### src/rtl/gfk_pkg.sv
`default_nettype none
package gfk_pkg;

  localparam int NUM_W = 27;
  localparam logic [NUM_W-1:0] TWO_PI_Q24 = 27'd105414357;
  localparam int F_W = 16;
  localparam int D_W = 36;
  localparam int G_W = 31;
  localparam int CFG_IDX_W = 4;
  localparam int CFG_DATA_W = 24;

  typedef enum logic [CFG_IDX_W-1:0] {
    CFG_CENTER_X = 4'd0,
    CFG_CENTER_Y = 4'd1,
    CFG_GAUSS    = 4'd2,
    CFG_PREFAC   = 4'd3,
    CFG_DC_FREE  = 4'd4,
    CFG_EPSILON  = 4'd5,
    CFG_WIDTH    = 4'd6,
    CFG_HEIGHT   = 4'd7
  } cfg_idx_e;

  function automatic logic signed [63:0] rnd_shr(input logic signed [63:0] v,
                                                 input int unsigned s);
    logic signed [63:0] half;
    half = 64'sd1 <<< (s - 1);
    if (v >= 0) begin
      return (v + half) >>> s;
    end else begin
      return -((-v + half) >>> s);
    end
  endfunction

  function automatic logic [G_W-1:0] exp_entry(input longint r, input int i);
    longint e;
    e = longint'(1) <<< 30;
    for (int k = 1; k <= i; k++) begin
      e = (e * r + (longint'(1) <<< 29)) >>> 30;
    end
    return e[G_W-1:0];
  endfunction

endpackage
`default_nettype wire

### src/rtl/gfk_div.sv
`default_nettype none
module gfk_div import gfk_pkg::*; #(
  parameter int DIM_W = 10,
  parameter logic [NUM_W-1:0] RST_Q = '0
) (
  input  wire logic             clk_i,
  input  wire logic             rst_ni,
  input  wire logic             start_i,
  input  wire logic [DIM_W-1:0] n_i,
  output logic                  busy_o,
  output logic [NUM_W-1:0]      q_o
);

  localparam int CNT_W = $clog2(NUM_W + 1);

  logic [NUM_W-1:0] w_q;
  logic [DIM_W-1:0] rem_q;
  logic [DIM_W-1:0] n_q;
  logic [CNT_W-1:0] cnt_q;
  logic [DIM_W:0]   remx;
  logic             ge;

  assign remx = {rem_q, w_q[NUM_W-1]};
  assign ge   = remx >= {1'b0, n_q};

  always_ff @(posedge clk_i or negedge rst_ni) begin
    if (!rst_ni) begin
      w_q   <= RST_Q;
      rem_q <= '0;
      n_q   <= DIM_W'(1);
      cnt_q <= '0;
    end else if (start_i) begin
      w_q   <= TWO_PI_Q24 + NUM_W'(n_i >> 1);
      rem_q <= '0;
      n_q   <= n_i;
      cnt_q <= CNT_W'(NUM_W);
    end else if (cnt_q != '0) begin
      rem_q <= ge ? DIM_W'(remx - {1'b0, n_q}) : DIM_W'(remx);
      w_q   <= {w_q[NUM_W-2:0], ge};
      cnt_q <= cnt_q - CNT_W'(1);
    end
  end

  assign busy_o = cnt_q != '0;
  assign q_o    = w_q;

endmodule
`default_nettype wire

### config.mk
export PLATFORM = sky130hd
export DESIGN_NAME = gfk_div
export DESIGN_NICKNAME = d
export VERILOG_FILES = /design/src/rtl/gfk_pkg.sv /design/src/rtl/gfk_div.sv
export SDC_FILE = /design/constraint.sdc
export NUM_CORES = 1
export LEC_CHECK = 0
export BUFFER_PORTS_ARGS = -buffer_cell sky130_fd_sc_hd__buf_2
export CAP_MARGIN = 40
export CORE_UTILIZATION = 45
export CTS_CLUSTER_DIAMETER = 100
export CTS_CLUSTER_SIZE = 14
export DETAILED_ROUTE_END_ITERATION = 12
export PLACE_DENSITY = 0.75
export SYNTH_ARGS = -nofsm -noshare
export SYNTH_HDL_FRONTEND = slang
export SYNTH_SLANG_ARGS = --single-unit
### constraint.sdc
create_clock -name clk_i -period 2.7 [get_ports clk_i]
set_clock_uncertainty 0.1 [all_clocks]
set_input_delay 0.27 -clock clk_i [delete_from_list [all_inputs] [get_ports clk_i]]
set_output_delay 0.27 -clock clk_i [all_outputs]
set_load 0.01 [all_outputs]
==> results.txt <==
status: finished with violations
# IOs: 41
first-pass GRT wire length: 10560 µm
vias post-DR: 2355
DRT antenna net count: 0
Synth top cells by count: nand2_1, dfrtp_1, o21ai_0, a21oi_1, inv_1
top cells by area, synth: dfrtp_1, nand2_1, ha_1
Design Power: 0.002405 W
Clock Pin Slew Worst Setup and Hold Paths: 90 ps
min-delay worst type: in2reg
Area Growth Syn to Fin: 11.57%
port bufs: 40
Slew headroom: 65.88%
nets@finish: 374
GRT Total Usage: 18.70%
register area share after synthesis: 44.13%
first-pass iteration count of the detailed router: 8
post-route setup TNS: 0 ps
async set-or-reset flop fraction in the synthesized netlist: 100.0%
number of max-cap violations: 0
RSZ-0062 raised after global routing: false
clk sinks: 52
depth of the CTS H-tree: 2
ANT cells: 0
DR iter-0 viols: 163
Power Dens Cells: 730.2 mW/mm²
Crit Path Class: reg2reg
ys flop type: dfrtp_1
initial cell density of the core: 46.48%
max-slew violations: 0
Placeable Area: 0.006350 mm²
Crit path arrival time: 2680 ps
# rows: 29
Final Cycle Share: 95.70%
Final GP Congestion: 0.8341
CTS tree: yes
Setup-failing EPs final: 0
Overflow after GRT: 0
post-synth net total: 335
Required @ worst endpoint: 2800 ps
endpoints failing hold: 0
largest net degree at the start of global routing: 35
failing checks: DRC
syn avg cell area: 9.583 µm²
Yosys top cell area share: 43.24%
drt total wl: 6203 µm
Die Wd: 82.99 µm
wire per inst: 14.60 µm
Worst Tran Pin Value: 511.7 ps
minimum clock period: 2584 ps
vias in the first global route: 2289
full die area: 0.006887 mm²
synth warn: 0
most frequent cell after synthesis: nand2_1
Peak VDD IR: 400.7 µV
share of cells above drive strength 1: 20.11%
CTS Buf Count: 5
CTS Root Cell: clkbuf_8
cell leakage power: 1.531 nW
top achievable clock speed: 0.3870 GHz
initial antenna violation count: 0
Mapped Cells: 308
Crit Path Max Fanout: 13
clock buffer depth: 2
Worst Setup End Kind: flop
Finished Core Util: 51.86%
Place WS: 107.3 ps
Post-synth EDFFs: 0
die height: 82.99 µm
Worst-Skew Late Latency: 300 ps
post-DR vias/cell: 5.541
Syn Std Cell Area: 0.002952 mm²
cell taking the most area after synthesis: dfrtp_1
library cells used by synthesis: 49
hpwl dp: 4424 µm
Startpoint Class: flop
FF+latch count, synth: 52
worst setup margin: 116.2 ps
drc violations: 2
-- metal layers --
metal | routed length, µm | global-route usage, % | vias up
li1 | - | - | 1146
met1 | 3014 | 25.88 | 1131
met2 | 2809 | 30.03 | 65
met3 | 278 | 3.678 | 13
met4 | 102 | 5.172 | 0
met5 | 0 | 0 | -
-- stage by stage --
step           area [µm²]  hold slack [ps]  instances
2_1_floorplan        2952           -125.6        308
3_3_place_gp         3179            146.2        416
3_5_place_dp         3179            154.2        416
4_1_cts              3286            88.83        425
5_1_grt              3293            81.09        425
6_report             3293            94.17        425
-- state kept, by name (all words and copies together) (netlist names) --
signal,count
q_o,27
rem_q,10
cnt_q,5
n_q,10
-- power breakdown --
group	leakage (nW)	switching, W	internal, W
Combinational	0.851	0.000536	0.000419
Clock	0.0516	0.000258	0.000210
Sequential	0.629	0.0000896	0.000891
-- worst max-delay path: stages (launching register included) --
cell and delay, ps:
dfrtp_1 410, ha_1 390, a21o_1 240, a2111oi_4 510
o21ai_4 240, and4b_2 310, a2111oi_2 270
-- what timing repair did --
item                                   4_1_cts  5_1_grt
buffers inserted                             0        0
hold buffers                                 1        0
resized for setup                            0        1
endpoints found under the hold margin       18        0
setup endpoints to repair                    0        8
-- worst paths after layout --
kind                                      start                    to  slack, ps  depth (start not counted)
min reg2reg                 q_o[19]$_DFFE_PN0P_   q_o[19]$_DFFE_PN0P_        430                          2
max reg2reg                rem_q[7]$_DFFE_PN0P_  rem_q[6]$_DFFE_PN0P_        120                          6
max in group asynchronous                rst_ni  rem_q[6]$_DFFE_PN0P_       1350                          3
min in group asynchronous                rst_ni   q_o[24]$_DFFE_PN0P_        350                          2
max                        rem_q[7]$_DFFE_PN0P_  rem_q[6]$_DFFE_PN0P_        120                          6
min                                      n_i[0]    n_q[0]$_DFFE_PN1P_         90                          2
-- cell type report --
cell class	count	area [µm²]
fill	573	3057
clock inverter	2	13.76
tap	77	96.34
clock buffer	6	82.58
inverter	19	71.32
sequential	52	1303
timing repair buffer	47	255.2
multi-input combinational	222	1471
-- cell usage in the layout (no fill, tap or decap), types with 2 or more instances in the layout --
cell	synthesis	layout
nor3_1	2	2
nand4_1	4	4
nand2_1	55	55
o31ai_1	2	2
mux2i_1	15	15
a21o_1	3	3
mux2_2	3	3
xor2_1	5	5
clkbuf_8	4	6
o21ai_0	26	26
nand3_1	4	4
a31oi_1	4	4
a21oi_1	21	21
a211oi_1	8	8
o211ai_1	2	2
nor2_1	17	17
ha_1	13	13
xnor2_1	8	8
buf_4	0	6
buf_2	2	40
nor2b_1	3	3
inv_1	19	19
nand2b_1	4	4
dfrtp_1	51	51
-- kinds of logic after synthesis --
| logic type | after synthesis | synth area share [%] |
|---|---|---|
| DFF | 52 | 44.13 |
| adders and majority gates | 14 | 6.189 |
| AOI/OAI and AO/OA | 80 | 17.76 |
| buffers and inverters | 34 | 6.274 |
| and+or+nand+nor | 97 | 15.56 |
| xor gates and xnor gates | 13 | 3.858 |
| muxes | 18 | 6.231 |
Note: power is estimated with default switching activity, not from simulation.
